===== src/rtl/core/imu_fp_pkg.sv =====
// imu_fp_pkg: shared types and constants for the imu frame parser
// parse phase codes, protocol bytes and the result record
// no dependencies
package imu_fp_pkg;

  localparam logic [7:0] SYNC_BYTE   = 8'h55;
  localparam logic [7:0] ATTITUDE_ID = 8'h01;
  localparam logic [23:0] YAW_SCALE  = 24'd180;

  typedef enum logic [2:0] {
    PH_SYNC1 = 3'd0,
    PH_SYNC2 = 3'd1,
    PH_ID    = 3'd2,
    PH_LEN   = 3'd3,
    PH_DATA  = 3'd4,
    PH_SUM   = 3'd5
  } phase_t;

  typedef struct packed {
    logic [15:0] yaw_degrees_q7;
    logic        is_attitude;
    logic [7:0]  frame_sum;
    logic [47:0] payload_bytes;
    logic [2:0]  frame_length;
    logic [7:0]  frame_id;
  } result_t;

endpackage


===== src/rtl/core/imu_fp_in_stage.sv =====
// imu_fp_in_stage: input register for received bytes
// holds one byte until the parser takes it
// depends on nothing
module imu_fp_in_stage (
  input  logic       clk,
  input  logic       rst_n,
  input  logic       in_tvalid,
  output logic       in_tready,
  input  logic [7:0] in_tdata,
  input  logic       take,
  output logic       byte_valid,
  output logic [7:0] byte_data
);

  logic       valid_r;
  logic [7:0] data_r;

  assign in_tready  = !valid_r || take;
  assign byte_valid = valid_r;
  assign byte_data  = data_r;

  always_ff @(posedge clk) begin
    if (!rst_n) begin
      valid_r <= 1'b0;
    end else if (in_tvalid && in_tready) begin
      valid_r <= 1'b1;
    end else if (take) begin
      valid_r <= 1'b0;
    end
  end

  always_ff @(posedge clk) begin
    if (in_tvalid && in_tready) begin
      data_r <= in_tdata;
    end
  end

endmodule


===== src/rtl/core/imu_fp_parser.sv =====
// imu_fp_parser: frame state machine, payload buffer and yaw conversion
// one byte per fire, result record produced combinationally
// depends on imu_fp_pkg
module imu_fp_parser
  import imu_fp_pkg::*;
#(
  parameter int MAX_PAYLOAD = 6
) (
  input  logic       clk,
  input  logic       rst_n,
  input  logic       fire,
  input  logic [7:0] rx_byte,
  output logic       res_valid,
  output result_t    res
);

  localparam int LW = $clog2(MAX_PAYLOAD + 1);
  localparam int IW = $clog2(MAX_PAYLOAD);

  phase_t        phase_r, phase_nxt;
  logic [7:0]    sum_r, sum_nxt;
  logic [LW-1:0] index_r, index_nxt;
  logic [7:0]    id_r, id_nxt;
  logic [LW-1:0] length_r, length_nxt;
  logic [7:0]    store_r [MAX_PAYLOAD];
  logic [7:0]    store_nxt [MAX_PAYLOAD];
  logic [15:0]   yaw_r, yaw_nxt;

  logic [15:0]   raw;
  logic [23:0]   prod;
  logic [15:0]   yaw_new;
  logic          att;
  logic [LW-1:0] index_inc;

  assign raw       = {store_r[5], store_r[4]};
  assign prod      = {{8{raw[15]}}, raw} * YAW_SCALE;
  assign yaw_new   = prod[23:8];
  assign att       = (id_r == ATTITUDE_ID);
  assign index_inc = index_r + LW'(1);

  always_ff @(posedge clk) begin
    if (!rst_n) begin
      phase_r  <= PH_SYNC1;
      sum_r    <= '0;
      index_r  <= '0;
      id_r     <= '0;
      length_r <= '0;
      yaw_r    <= '0;
      for (int i = 0; i < MAX_PAYLOAD; i++) begin
        store_r[i] <= '0;
      end
    end else if (fire) begin
      phase_r  <= phase_nxt;
      sum_r    <= sum_nxt;
      index_r  <= index_nxt;
      id_r     <= id_nxt;
      length_r <= length_nxt;
      yaw_r    <= yaw_nxt;
      store_r  <= store_nxt;
    end
  end

  always_comb begin
    phase_nxt  = phase_r;
    sum_nxt    = sum_r;
    index_nxt  = index_r;
    id_nxt     = id_r;
    length_nxt = length_r;
    yaw_nxt    = yaw_r;
    store_nxt  = store_r;
    res_valid  = 1'b0;

    res.frame_id       = id_r;
    res.frame_length   = length_r[2:0];
    res.frame_sum      = rx_byte;
    res.is_attitude    = att;
    res.yaw_degrees_q7 = att ? yaw_new : yaw_r;
    for (int k = 0; k < 6; k++) begin
      res.payload_bytes[8*k +: 8] = store_r[k];
    end

    case (phase_r)
      PH_SYNC1: begin
        if (rx_byte == SYNC_BYTE) begin
          phase_nxt = PH_SYNC2;
        end
        sum_nxt = rx_byte;
      end
      PH_SYNC2: begin
        phase_nxt = (rx_byte == SYNC_BYTE) ? PH_ID : PH_SYNC1;
        sum_nxt   = sum_r + rx_byte;
      end
      PH_ID: begin
        id_nxt    = rx_byte;
        phase_nxt = PH_LEN;
        sum_nxt   = sum_r + rx_byte;
      end
      PH_LEN: begin
        if (rx_byte <= 8'(MAX_PAYLOAD)) begin
          length_nxt = rx_byte[LW-1:0];
          index_nxt  = '0;
          phase_nxt  = (rx_byte != 8'd0) ? PH_DATA : PH_SUM;
          sum_nxt    = sum_r + rx_byte;
        end else begin
          phase_nxt = PH_SYNC1;
        end
      end
      PH_DATA: begin
        store_nxt[index_r[IW-1:0]] = rx_byte;
        index_nxt = index_inc;
        sum_nxt   = sum_r + rx_byte;
        if (index_inc >= length_r) begin
          phase_nxt = PH_SUM;
        end
      end
      PH_SUM: begin
        phase_nxt = PH_SYNC1;
        if (sum_r == rx_byte) begin
          res_valid = 1'b1;
          if (att) begin
            yaw_nxt = yaw_new;
          end
        end
      end
      default: begin
        phase_nxt = PH_SYNC1;
      end
    endcase
  end

  a_data_index: assert property (@(posedge clk) disable iff (!rst_n)
    (phase_r == PH_DATA) |-> (index_r < length_r))
    else $error("payload index past frame length");

  a_length_bound: assert property (@(posedge clk) disable iff (!rst_n)
    (phase_r == PH_DATA || phase_r == PH_SUM) |-> (length_r <= LW'(MAX_PAYLOAD)))
    else $error("held length above maximum");

  a_emit_from_sum: assert property (@(posedge clk) disable iff (!rst_n)
    res_valid |-> (phase_r == PH_SUM && phase_nxt == PH_SYNC1))
    else $error("result outside checksum phase");

  a_yaw_hold: assert property (@(posedge clk) disable iff (!rst_n)
    (fire && res_valid && !att) |=> ($past(yaw_r) == yaw_r))
    else $error("yaw changed on non attitude frame");

endmodule


===== src/rtl/core/imu_fp_out_reg.sv =====
// imu_fp_out_reg: result register on the master side
// holds one frame record until the downstream transfer completes
// depends on imu_fp_pkg
module imu_fp_out_reg
  import imu_fp_pkg::*;
(
  input  logic    clk,
  input  logic    rst_n,
  input  logic    load,
  input  logic    load_valid,
  input  result_t load_data,
  output logic    out_tvalid,
  input  logic    out_tready,
  output result_t data,
  output logic    can_load
);

  logic    valid_r;
  result_t data_r;

  assign out_tvalid = valid_r;
  assign data       = data_r;
  assign can_load   = !valid_r || out_tready;

  always_ff @(posedge clk) begin
    if (!rst_n) begin
      valid_r <= 1'b0;
    end else if (load) begin
      valid_r <= load_valid;
    end else if (out_tready) begin
      valid_r <= 1'b0;
    end
  end

  always_ff @(posedge clk) begin
    if (load && load_valid) begin
      data_r <= load_data;
    end
  end

endmodule


===== src/rtl/core/imu_frame_parser_yaw_extract.sv =====
// Frame parser for a sync / id / length / additive checksum byte stream with
// yaw extraction. One received byte is taken per transfer, and a byte can be
// taken in every cycle: it is held in the input register, passes the
// parser state machine and, when it is a matching checksum byte, lands in the
// result register, so the frame record follows the checksum byte through both
// registers. Throughput is one byte per cycle while the result side takes its
// transfers; a result that waits in the result register stalls every further
// byte in the input register until that result is taken. Frames with length
// above MAX_PAYLOAD or a bad checksum give no result. Yaw is raw * 180 / 256
// with floor, in degrees with 7 fraction bits.
// depends on imu_fp_pkg, imu_fp_in_stage, imu_fp_parser, imu_fp_out_reg
module imu_frame_parser_yaw_extract
  import imu_fp_pkg::*;
#(
  parameter int MAX_PAYLOAD = 6
) (
  input  logic        clk,
  input  logic        rst_n,
  input  logic        in_tvalid,
  output logic        in_tready,
  input  logic [7:0]  in_tdata,   // rx_byte
  output logic        out_tvalid,
  input  logic        out_tready,
  // frame_id, frame_length, payload_bytes, frame_sum, yaw_degrees_q7, zero pad
  output logic [87:0] out_tdata,
  output logic [0:0]  out_tuser   // is_attitude
);

  logic       byte_valid;
  logic [7:0] byte_data;
  logic       can_load;
  logic       fire;
  logic       res_valid;
  result_t    res;
  result_t    out_data;

  assign fire = byte_valid && can_load;

  imu_fp_in_stage u_in (
    .clk       (clk),
    .rst_n     (rst_n),
    .in_tvalid (in_tvalid),
    .in_tready (in_tready),
    .in_tdata  (in_tdata),
    .take      (fire),
    .byte_valid(byte_valid),
    .byte_data (byte_data)
  );

  imu_fp_parser #(
    .MAX_PAYLOAD(MAX_PAYLOAD)
  ) u_parser (
    .clk      (clk),
    .rst_n    (rst_n),
    .fire     (fire),
    .rx_byte  (byte_data),
    .res_valid(res_valid),
    .res      (res)
  );

  imu_fp_out_reg u_out (
    .clk       (clk),
    .rst_n     (rst_n),
    .load      (fire),
    .load_valid(res_valid),
    .load_data (res),
    .out_tvalid(out_tvalid),
    .out_tready(out_tready),
    .data      (out_data),
    .can_load  (can_load)
  );

  assign out_tdata = {5'd0, out_data.yaw_degrees_q7, out_data.frame_sum,
                      out_data.payload_bytes, out_data.frame_length,
                      out_data.frame_id};
  assign out_tuser = out_data.is_attitude;

endmodule


===== config.mk =====
export PLATFORM = sky130hd
export DESIGN_NAME = imu_frame_parser_yaw_extract
export DESIGN_NICKNAME = d
export VERILOG_FILES = /design/src/rtl/core/imu_fp_pkg.sv /design/src/rtl/core/imu_fp_in_stage.sv /design/src/rtl/core/imu_fp_parser.sv /design/src/rtl/core/imu_fp_out_reg.sv /design/src/rtl/core/imu_frame_parser_yaw_extract.sv
export SDC_FILE = /design/constraint.sdc
export NUM_CORES = 1
export LEC_CHECK = 0
export BUFFER_PORTS_ARGS = -buffer_cell sky130_fd_sc_hd__buf_2
export CORE_ASPECT_RATIO = 1.4
export CORE_MARGIN = 3
export CORE_UTILIZATION = 39
export CTS_CLUSTER_DIAMETER = 80
export DETAILED_ROUTE_END_ITERATION = 7
export HOLD_SLACK_MARGIN = 0.03
export SLEW_MARGIN = 20
export SYNTH_ARGS = -nofsm -noshare
export SYNTH_HDL_FRONTEND = slang
export SYNTH_SLANG_ARGS = --single-unit

===== constraint.sdc =====
create_clock -name clk -period 17.1 [get_ports clk]
set_input_delay 3.42 -clock clk [delete_from_list [all_inputs] [get_ports clk]]
set_output_delay 3.42 -clock clk [all_outputs]
set_load 0.01 [all_outputs]

# After elaboration in Yosys (flattened, before gate mapping)

Cells that the tools add are included.
W data, S select, Z words.

Register bits: 183
Latch bits: 0
Bits in writable memories: 0
Bits in read-only memories: 0
Memories: 0

Add/subtract/negate cells: 2
Multipliers: 1
Divide/modulo/power cells: 0
$lt $le $gt $ge: 4
Equal/unequal tests: 11
Shift-type cells: 0
Mux-type cells: 20
Bitwise gates (word level): 1
Reduce and logical (&&, ||, !) cells: 22

Operators by type and width:

| operator                | number |
|---|---|
| $bwmux W48              | 1 |
| $demux W8 S3            | 1 |
| $mul A24 B6 Y22 const B | 1 |
| $pmux W8 S3             | 1 |
| $mux W16                | 1 |
| $mux W8                 | 2 |
| $pmux W3 S5             | 1 |
| $reduce_and A3 Y1       | 5 |
| $mux W3                 | 4 |
| $add A8 B8 Y8           | 1 |
| $eq A8 B1 Y1 const B    | 1 |
| $eq A8 B7 Y1 const B    | 1 |
| $eq A8 B8 Y1            | 1 |
| $le A8 B3 Y1 const B    | 1 |
| $reduce_bool A8 Y1      | 1 |
| $mux W1                 | 7 |
| $eq A3 B2 Y1 const B    | 2 |
| $eq A3 B3 Y1 const B    | 2 |
| $ne A2 B1 Y1 const B    | 3 |
| $pmux W3 S2             | 1 |
| $reduce_bool A2 Y1      | 3 |
| $ge A4 B4 Y1 const B    | 1 |
| $logic_and A1 B1 Y1     | 4 |
| $lt A4 B1 Y1 const B    | 1 |
| 11 further kinds        | 14 |

# Depth between registers and ports, before layout

Gate-level depths: netlist of the first run.

Word-level depth: 6
Gate-level depth with buffers: 15

# By module

From an unflattened synthesis of the first run, not the netlist that was laid out.

Cell total of the unflattened synthesis: 867
Area total of the unflattened synthesis: 9272.6 um2

Modules (own cells, without submodules):

| module                       | times used | cells an instance | area each (um2) | seq. area each (um2) |
|---|---|---|---|---|
| imu_fp_parser                | 1          | 758               | 6353.6          | 1781.7 |
| imu_fp_out_reg               | 1          | 89                | 2573.7          | 2542.4 |
| imu_fp_in_stage              | 1          | 13                | 297.8           | 260.2 |
| imu_frame_parser_yaw_extract | 1          | 7                 | 47.5            | 0.0 |

# Least setup slack after synthesis of the first run

Ideal clock, no wire load.

Path kind: input to register
Start point: input out_tready
End point: register u_parser.yaw_r[3]
Library setup time: 0.115 ns
Data arrival time: 8.621 ns
Path slack: 8.364 ns
Stages: 7
Buffers on the path: 0
Path through: nand2b_1 and2_1 nand2_1 nor2_1 nand2_1 a21o_1 and2_1

Longest elaborated chain between the ends: 3

RTL lines:

| item                        | line                               | text |
|---|---|---|
| start, declared             | imu_frame_parser_yaw_extract.sv:23 | `input logic out_tready,` |
| $logic_or A1 B1 Y1          | imu_fp_out_reg.sv:23               | `assign can_load = !valid_r \|\| out_tready;` |
| $logic_and A1 B1 Y1         | imu_frame_parser_yaw_extract.sv:37 | `assign fire = byte_valid && can_load;` |
| $reduce_and A3 Y1 (no line) | --                                 |  |
| end signal, assigned        | imu_fp_parser.sv:58                | `yaw_r <= yaw_nxt;` |
| end, declared               | imu_fp_parser.sv:27                | `logic [15:0] yaw_r, yaw_nxt;` |

No other way between the ends.
A chain may end at the register's enable or synchronous reset.

# Worst setup path in the final report of the first run

Start point: input out_tready
End point: output in_tready

Longest elaborated chain between the ends: 3

RTL lines:

| item                | line                               | text |
|---|---|---|
| $logic_or A1 B1 Y1  | imu_fp_out_reg.sv:23               |  |
| $logic_and A1 B1 Y1 | imu_frame_parser_yaw_extract.sv:37 |  |
| $logic_or A1 B1 Y1  | imu_fp_in_stage.sv:18              | `assign in_tready = !valid_r \|\| take;` |
| end, declared       | imu_frame_parser_yaw_extract.sv:20 | `output logic in_tready,` |

No other way between the ends.

==> impl_metrics.ini, run 1 <==
[min_path]
hold_path.class = reg2reg

[yosys]
postSynth.asyncResetShare = 0
syn_inst = 828
syn_area_um2 = 8890
ys_seq_area_frac = 0.515
synth_top_area_share = 0.311
synth_area_leaders = edfxtp_1 (31%), dfxtp_1 (20%), ha_1 (7.6%), mux2i_1 (5.9%), fa_1 (5.2%)
synth_ff_type = edfxtp_1
synth_area_per_cell_um2 = 10.7
synth_edf_count = 92
yosys_warnings = 0
yosys.area.top_type = edfxtp_1
synth_cell_types = 56
ys_ff_latch = 183

[routing]
vias = 5970
wire_per_inst_um = 15.7
drcViolationCount = 0
final_antenna_net_count = 0
first_pass_iters = 4
viasPerCell = 4.89
drt_wl_total_um = 19200
drt_iter0_markers = 274

[cts]
clock_latency_ns = 0.44
cts_made_buffers = 17
cts.sink_count = 183
post_cts_resized = 0
root_buffer = clkbuf_16
cts_tree = done
path_clk_slew_ns = 0.07
post_cts_buffers = 0
clockBufferDepth = 2
hold_buffers = 0
htreeDepth = 4

[worst_setup_path]
critPathMostFrequentCell = buf_2
r2r_slack_ns = 13.09
end_kind = output port
cp_slowest_cell = nor2b_1
cp.required_ns = 13.68
worstPathMaxFanout = 3
max_stage_delay_ns = 0.17
worstSetupPathType = in2out
cp.arrival_ns = 3.92
startpoint_type = input port
cp_cell_sequence = buf_2 -> nor2b_1 -> nand2_1 -> buf_2

[grt]
grt_pass1_wl_um = 30800
grt_usage = 0.162
antenna_found_initial = 0
grt_pass1_vias = 5933
grt_max_degree = 71
overflow = 0

[floorplanning]
initial_core_util = 0.402
io_pins = 103
dieHeight_um = 185
rows = 64
die_w_um = 134
core_area_um2 = 22100
dieArea_um2 = 24700

[place]
io_buffers = 97
dp_hpwl_um = 13500
place_congestion = 0.870
dp_cells = 1188

[sta]
max_slew_margin = 0.322
skew_ns = 0.0133
setup-tns-final_ns = 0
finalHoldViolations = 0
min_period_over_period = 0.429
setup_viol = 0
hold_ws_ns = 0.431
grt_setup_unrepaired = no
drv_slew = 0
fmax_ghz = 0.136
min_period_ns = 7.34
tightest_slew_ns = 1.01

[finish]
num_antenna_cells = 0
final_net_count = 999
areaGrowthSynthToFinish_pct = 15.2
drive_above_1_share = 0.164
fin_cells = 1220

[status]
outcome = completed

[job]
cap_violations = 0

[pwr]
p_leak_nw = 4.47
vdd_drop_max_uv = 73.4
power_w = 0.000882
p_per_area_nw_per_um2 = 86.1
-- Yosys cell counts (5+ instances only) --
master    instances
a21oi_1          45
xor2_1           15
fa_1             23
clkbuf_1         32
nand2_1          82
inv_1            72
o21ai_0          34
dfxtp_1          91
ha_1             54
edfxtp_1         92
a21o_1           11
a311oi_1          5
nor2_1           87
buf_2             7
nand3_1          13
mux2i_1          52
nor4_1            6
nor2b_1           5
nand4_1           8
nand2b_1          8
xnor2_1          13
and2_1            8
buf_4             5
nor3_1            7
-- layout by cell type, fill, tap and decap left out, types with 4 or more instances in the layout --
master / count
a311oi_1: 5
inv_6: 5
mux2i_1: 52
clkbuf_16: 17
inv_1: 71
a21oi_1: 45
inv_8: 4
buf_2: 97
nand2b_1: 8
o21ai_0: 34
nor2b_1: 5
dfxtp_1: 91
nor2_1: 86
edfxtp_1: 92
or3_1: 4
nor4_1: 5
a31oi_1: 4
conb_1: 5
nor3_1: 6
nand3_1: 13
nand4_1: 8
buf_4: 6
a21o_1: 11
nand2_1: 82
xor2_1: 15
fa_1: 23
and2_1: 8
xnor2_1: 13
ha_1: 54
-- metrics by stage --
stage,instance area (µm²),setup slack [ns],utilization
finish,10200,9.76,0.464
global route,10200,9.66,0.464
CTS,10200,9.75,0.463
detailed placement,9650,9.76,0.436
global placement,9650,9.76,0.436
floorplan,8910,8.36,-
-- worst max-delay path, delay by kind of cell --
kind,cells,cell delay [ns]
buffers and inverters,2,0.25
and+or+nand+nor,2,0.26
-- routing by layer --
layer  GRT usage  wire length [µm]  part of all wire  vias to the layer above
met3      0.0371               693             0.036                       30
met4      0.0593               403             0.021                        0
met5           0                 0                 0                        -
li1            -                 -                 -                     3020
met1       0.182              7890              0.41                     2810
met2       0.298             10200              0.53                      110
-- final timing paths --
path                    startpoint        endpoint  depth (start not counted)
setup / recovery        out_tready       in_tready                          4
setup reg to reg  u_parser.res[47]  u_out.data[83]                         10
hold reg to reg   u_parser.res[22]  u_out.data[22]                          0
hold / removal    u_parser.res[22]  u_out.data[22]                          0
-- report_power, final --
part           total (W)  internal [W]  switching [W]
combinational  0.0000229    0.00000879      0.0000141
clock           0.000390      0.000208       0.000182
sequential      0.000469      0.000460     0.00000914
-- cell families after synthesis --
group / synth area share
other: 0.000422
buffers and inverters: 0.0520
AOI/OAI and AO/OA: 0.0886
xor gates and xnor gates: 0.0276
DFF: 0.515
and+or+nand+nor: 0.127
muxes: 0.0610
adders and majority gates: 0.128
-- flip-flops by register name (all words and copies together) (netlist names), 8 cells and up --
register and count:
u_parser.sum_r 8, u_in.byte_data 8, u_parser.yaw_r 16, u_parser.id_r 8, u_out.data 84, u_parser.res 48
-- layout make-up --
| class | count | area (µm²) |
|---|---|---|
| inverters | 72 | 272 |
| fillers | 2085 | 11900 |
| clock inverters | 14 | 155 |
| clock buffers | 18 | 429 |
| multi-input cells | 533 | 3900 |
| flip-flops and latches | 183 | 4580 |
| repair buffers | 103 | 531 |
| well taps | 297 | 372 |
Power figures use the tool's default switching activity.
==> run 2: changes to the inputs <==
ABC_AREA = 1   (was not set)
clock period = 7.4 ns   (was 17.1 ns; I/O delays follow)
==> impl_metrics.ini, run 2 <==
[grt]
grt_usage = 0.168
antenna_found_initial = 0
grt_pass1_vias = 6422
grt_max_degree = 69
overflow = 0
grt_pass1_wl_um = 32600

[finish]
final_common_cell = inv_1
final_net_count = 1124
largest_reg_flops = 84
areaGrowthSynthToFinish_pct = 14.7
layout.cells.most_common_list = inv_1 (136), nand2_1 (131), a21oi_1 (108)
num_antenna_cells = 0
fin_area_um2 = 10200
drive_above_1_share = 0.143

[cts]
hold_buffers = 0
cts_tree = done
post_cts_resized = 0
cts.sink_count = 183
cts_made_buffers = 17
path_clk_slew_ns = 0.07
root_buffer = clkbuf_16
clock_latency_ns = 0.43
clockBufferDepth = 2
htreeDepth = 4
post_cts_buffers = 0

[min_path]
hold_path.class = reg2reg
hold_start = u_parser.res[31]

[yosys]
yosysMostFrequentCell = inv_1
synth_top_area_share = 0.310
ys_seq_area_frac = 0.515
synthTopCellsByCount = inv_1 (136), nand2_1 (131), a21oi_1 (108), edfxtp_1 (92), dfxtp_1 (91)
synth_edf_count = 92
synth_area_leaders = edfxtp_1 (31%), dfxtp_1 (20%), ha_1 (7.6%), a21oi_1 (6.1%), inv_1 (5.7%)
ys_ff_latch = 183
postSynth.asyncResetShare = 0
synth_area_per_cell_um2 = 9.50
synth_ff_type = edfxtp_1
synth_cell_types = 44
syn_area_um2 = 8910
yosys.area.top_type = edfxtp_1
syn_inst = 937
yosys_warnings = 0

[status]
outcome = completed

[sta]
tightest_slew_ns = 0.970
grt_setup_unrepaired = no
max_slew_margin = 0.353
skew_ns = 0.0120
min_period_over_period = 0.483
fmax_ghz = 0.280
setup-tns-final_ns = 0
min_period_ns = 3.58
finalHoldViolations = 0
drv_slew = 0
hold_ws_ns = 0.427
setup_viol = 0

[routing]
first_pass_iters = 4
viasPerCell = 4.84
vias = 6508
wire_per_inst_um = 14.9
drt_wl_total_um = 20100
final_antenna_net_count = 0
drcViolationCount = 0
drt_iter0_markers = 339

[worst_setup_path]
worstPathMaxFanout = 68
worstSetupPathType = in2reg
crit_family = simple AND/OR/NAND/NOR gates
r2r_slack_ns = 3.83
cp.arrival_ns = 3.95
max_stage_delay_ns = 0.86
crit-reg2reg-launch = u_in.byte_data[5]
cp_slowest_cell = and3_4
startpoint_type = input port
crit_start = out_tready
cp.required_ns = 7.78
end_kind = register
cp_cell_sequence = buf_2 -> nor2_1 -> nor2_2 -> and3_4 -> buf_4 -> clkinv_1 -> a21oi_1 -> o21ai_0 -> inv_1
cp_num_buf_inv = 4

[job]
cap_violations = 0

[floorplanning]
rows = 64
core_area_um2 = 22200
io_pins = 103
dieHeight_um = 185
initial_core_util = 0.402
dieArea_um2 = 24700
die_w_um = 134

[pwr]
vdd_drop_max_uv = 133
p_leak_nw = 4.53
p_per_area_nw_per_um2 = 194

[place]
dp_hpwl_um = 14700
place_area_um2 = 9660
place_congestion = 0.874
io_buffers = 97
[run 2: metal layers]
| metal | track usage | wire length, µm | up-vias |
|---|---|---|---|
| met2 | 0.326 | 11000 | 117 |
| met5 | 0 | 0 | - |
| met4 | 0.0622 | 372 | 0 |
| met3 | 0.0321 | 734 | 22 |
| li1 | - | - | 3334 |
| met1 | 0.179 | 8000 | 3035 |
[run 2: cells by family after synthesis]
| group | after synthesis | synth area share |
|---|---|---|
| other | 1 | 0.000421 |
| adders and majority gates | 77 | 0.128 |
| xor gates and xnor gates | 15 | 0.0148 |
| AOI/OAI and AO/OA | 208 | 0.120 |
| buffers and inverters | 169 | 0.0770 |
| and+or+nand+nor | 284 | 0.146 |
| DFF | 183 | 0.515 |
[run 2: final cells by class]
class | instances | area, µm²
clock buffer | 19 | 433
clock inverter | 13 | 123
fill | 2165 | 12000
inverter | 144 | 543
multi-input combinational | 589 | 3660
sequential | 183 | 4580
tap | 297 | 372
timing repair buffer | 100 | 508
[run 2: through the flow]
stage	total power, W	worst slack, ns	instances	utilization
6_report	0.00198	3.82	1345	0.461
5_1_grt	0.00205	3.42	1345	0.461
4_1_cts	0.00201	3.75	1345	0.461
3_5_place_dp	0.00114	3.30	1313	0.436
3_3_place_gp	0.00114	3.37	1313	0.436
2_1_floorplan	0.00113	3.87	941	-
[run 2: path summary, 6_finish.rpt]
kind	cells past startpoint	to
max reg2reg	10	u_parser.yaw_r[0]
max	9	u_parser.yaw_r[0]
min reg2reg	0	u_out.data[31]
min	0	u_out.data[31]
[run 2: where the power goes]
part / internal (W) / switching [W]
clock network: 0.000468 / 0.000395
registers: 0.00106 / 0.00000657
logic: 0.0000152 / 0.0000381
total: 0.00154 / 0.000440
[run 2: worst register-to-register path: stages, from the launching register on]
cell and delay, ns:
edfxtp_1 0.54, ha_1 0.43, nor2_1 0.20, nand2_1 0.09
nor3_1 0.16, and3_4 0.85, buf_4 0.55, clkinv_1 0.34
a21oi_1 0.18, o21ai_0 0.12, inv_1 0.06
==> run 3: changes to the inputs <==
clock period = 3.3 ns   (was 7.4 ns; I/O delays follow)
==> impl_metrics.ini, run 3 (same netlist as run 2, synthesis figures left out) <==
[status]
outcome = completed

[routing]
viasPerCell = 4.92
final_antenna_net_count = 0
drcViolationCount = 0
wl_met2_um = 11600
wl_met1_um = 8120
highest_layer = met4
vias = 6795
first_pass_iters = 5
drt_wl_total_um = 21100
wl_met3_um = 861
drt_iter0_markers = 391
wire_per_inst_um = 15.3

[pwr]
p_int_w = 0.00340
power.share.clock = 0.435
p_per_area_nw_per_um2 = 412
swShare = 0.235
power_w = 0.00445
vdd_drop_max_uv = 371
seqPwrFrac = 0.537
p_switching_w = 0.00104
p_leak_nw = 4.76
p_comb_frac = 0.027

[floorplanning]
dieHeight_um = 185
io_pins = 103
die_w_um = 134
core_area_um2 = 22200
dieArea_um2 = 24700
initial_core_util = 0.402
rows = 64

[cts]
clockBufferDepth = 2
root_buffer = clkbuf_16
cts.sink_count = 183
cts_tree = done
cts_made_buffers = 17
htreeDepth = 4
clock_latency_ns = 0.44
path_clk_slew_ns = 0.07

[sta]
finalHoldViolations = 0
skew_ns = 0.0106
setup_viol = 0
min_period_over_period = 0.949
hold_ws_ns = 0.387
tightest_slew_ns = 0.952
min_period_ns = 3.13
max_slew_margin = 0.361
grt_setup_unrepaired = no
fmax_ghz = 0.319
drv_slew = 0

[place]
io_buffers = 97
place_area_um2 = 9930
dp_hpwl_um = 15600
place_congestion = 0.895
dp_cells = 1348

[worst_setup_path]
worstPathMaxFanout = 4
cp.arrival_ns = 3.47
r2r_slack_ns = 0.17
end_kind = register
cp.required_ns = 3.64
worstSetupPathType = reg2reg
startpoint_type = register

[grt]
grt_usage = 0.173
antenna_found_initial = 0
grt_pass1_wl_um = 33600
grt_pass1_vias = 6639
grt_max_degree = 66
overflow = 0

[finish]
final_common_cell = inv_1
areaGrowthSynthToFinish_pct = 21.3
largest_reg_flops = 84
num_antenna_cells = 0
fin_cells = 1381
layout.cells.most_common_list = inv_1 (135), nand2_1 (126), a21oi_1 (98)
drive_above_1_share = 0.223
final_net_count = 1160
fin_area_um2 = 10800

[job]
cap_violations = 0

[min_path]
hold_path.class = in2reg
## run 3: cell count changes in the layout (fill, tap and decap cells not counted), sizes merged
cell / previous run / this run
inv: 144 / 150
clkinv: 9 / 7
bufinv: 1 / 0
clkinvlp: 3 / 2
clkbuf: 19 / 17
buf: 100 / 136
## run 3: worst paths after layout
check,cells past startpoint,startpoint,to
max,18,u_parser.res[46],u_parser.yaw_r[9]
max reg2reg,18,u_parser.res[46],u_parser.yaw_r[9]
min reg2reg,0,u_parser.res[13],u_out.data[13]
min,1,in_tdata[1],u_in.byte_data[1]
## run 3: what timing repair did
item                                    CTS  global route
hold buffers                              0             0
cloned                                    0             0
endpoints found under the setup margin   11            25
pin swaps                                 0             6
gates resized for setup                  11            56
setup buffers                             0             1
## run 3: final cells by class
class                      instances  area, µm²
multi-input combinational        589       3950
clock buffer                      17        425
sequential                       183       4610
inverter                         144        543
tap                              297        372
clock inverter                    15        129
timing repair buffer             136        778
fill                            2090      11400
## run 3: through the flow
step                setup WS, ns  utilization  TNS, ns
CTS                      0.00279        0.475        0
global route             0.00465        0.487        0
global placement         -0.0597        0.447   -0.175
finish                     0.169        0.487        0
floorplan                  0.191            -        0
detailed placement       -0.0937        0.447   -0.414
## run 3: metal layers
layer	GRT usage	vias up
met3	0.0391	34
li1	-	3399
met2	0.326	139
met5	0	-
met1	0.186	3223
met4	0.0688	0
## run 3: power groups by stage
stage	combinational, W	sequential, W	clock (W)
3_3_place_gp	0.000119	0.00244	0
6_report	0.000120	0.00239	0.00194
3_5_place_dp	0.000120	0.00244	0
5_1_grt	0.000136	0.00239	0.00207
4_1_cts	0.000121	0.00239	0.00198
2_1_floorplan	0.0000850	0.00244	0
## run 3: critical path, cell delays in order, from the launching register on
cell	delay (ns)
dfxtp_2	0.34
ha_1	0.32
ha_1	0.34
xnor2_1	0.16
fa_1	0.50
inv_1	0.06
ha_4	0.28
nand2_2	0.08
buf_4	0.14
nor2_1	0.09
nand2_1	0.07
nand2_2	0.10
nand2_1	0.12
nand2_1	0.08
nand2_1	0.05
nand3_1	0.07
nand2_1	0.08
o21ai_1	0.12
inv_1	0.05
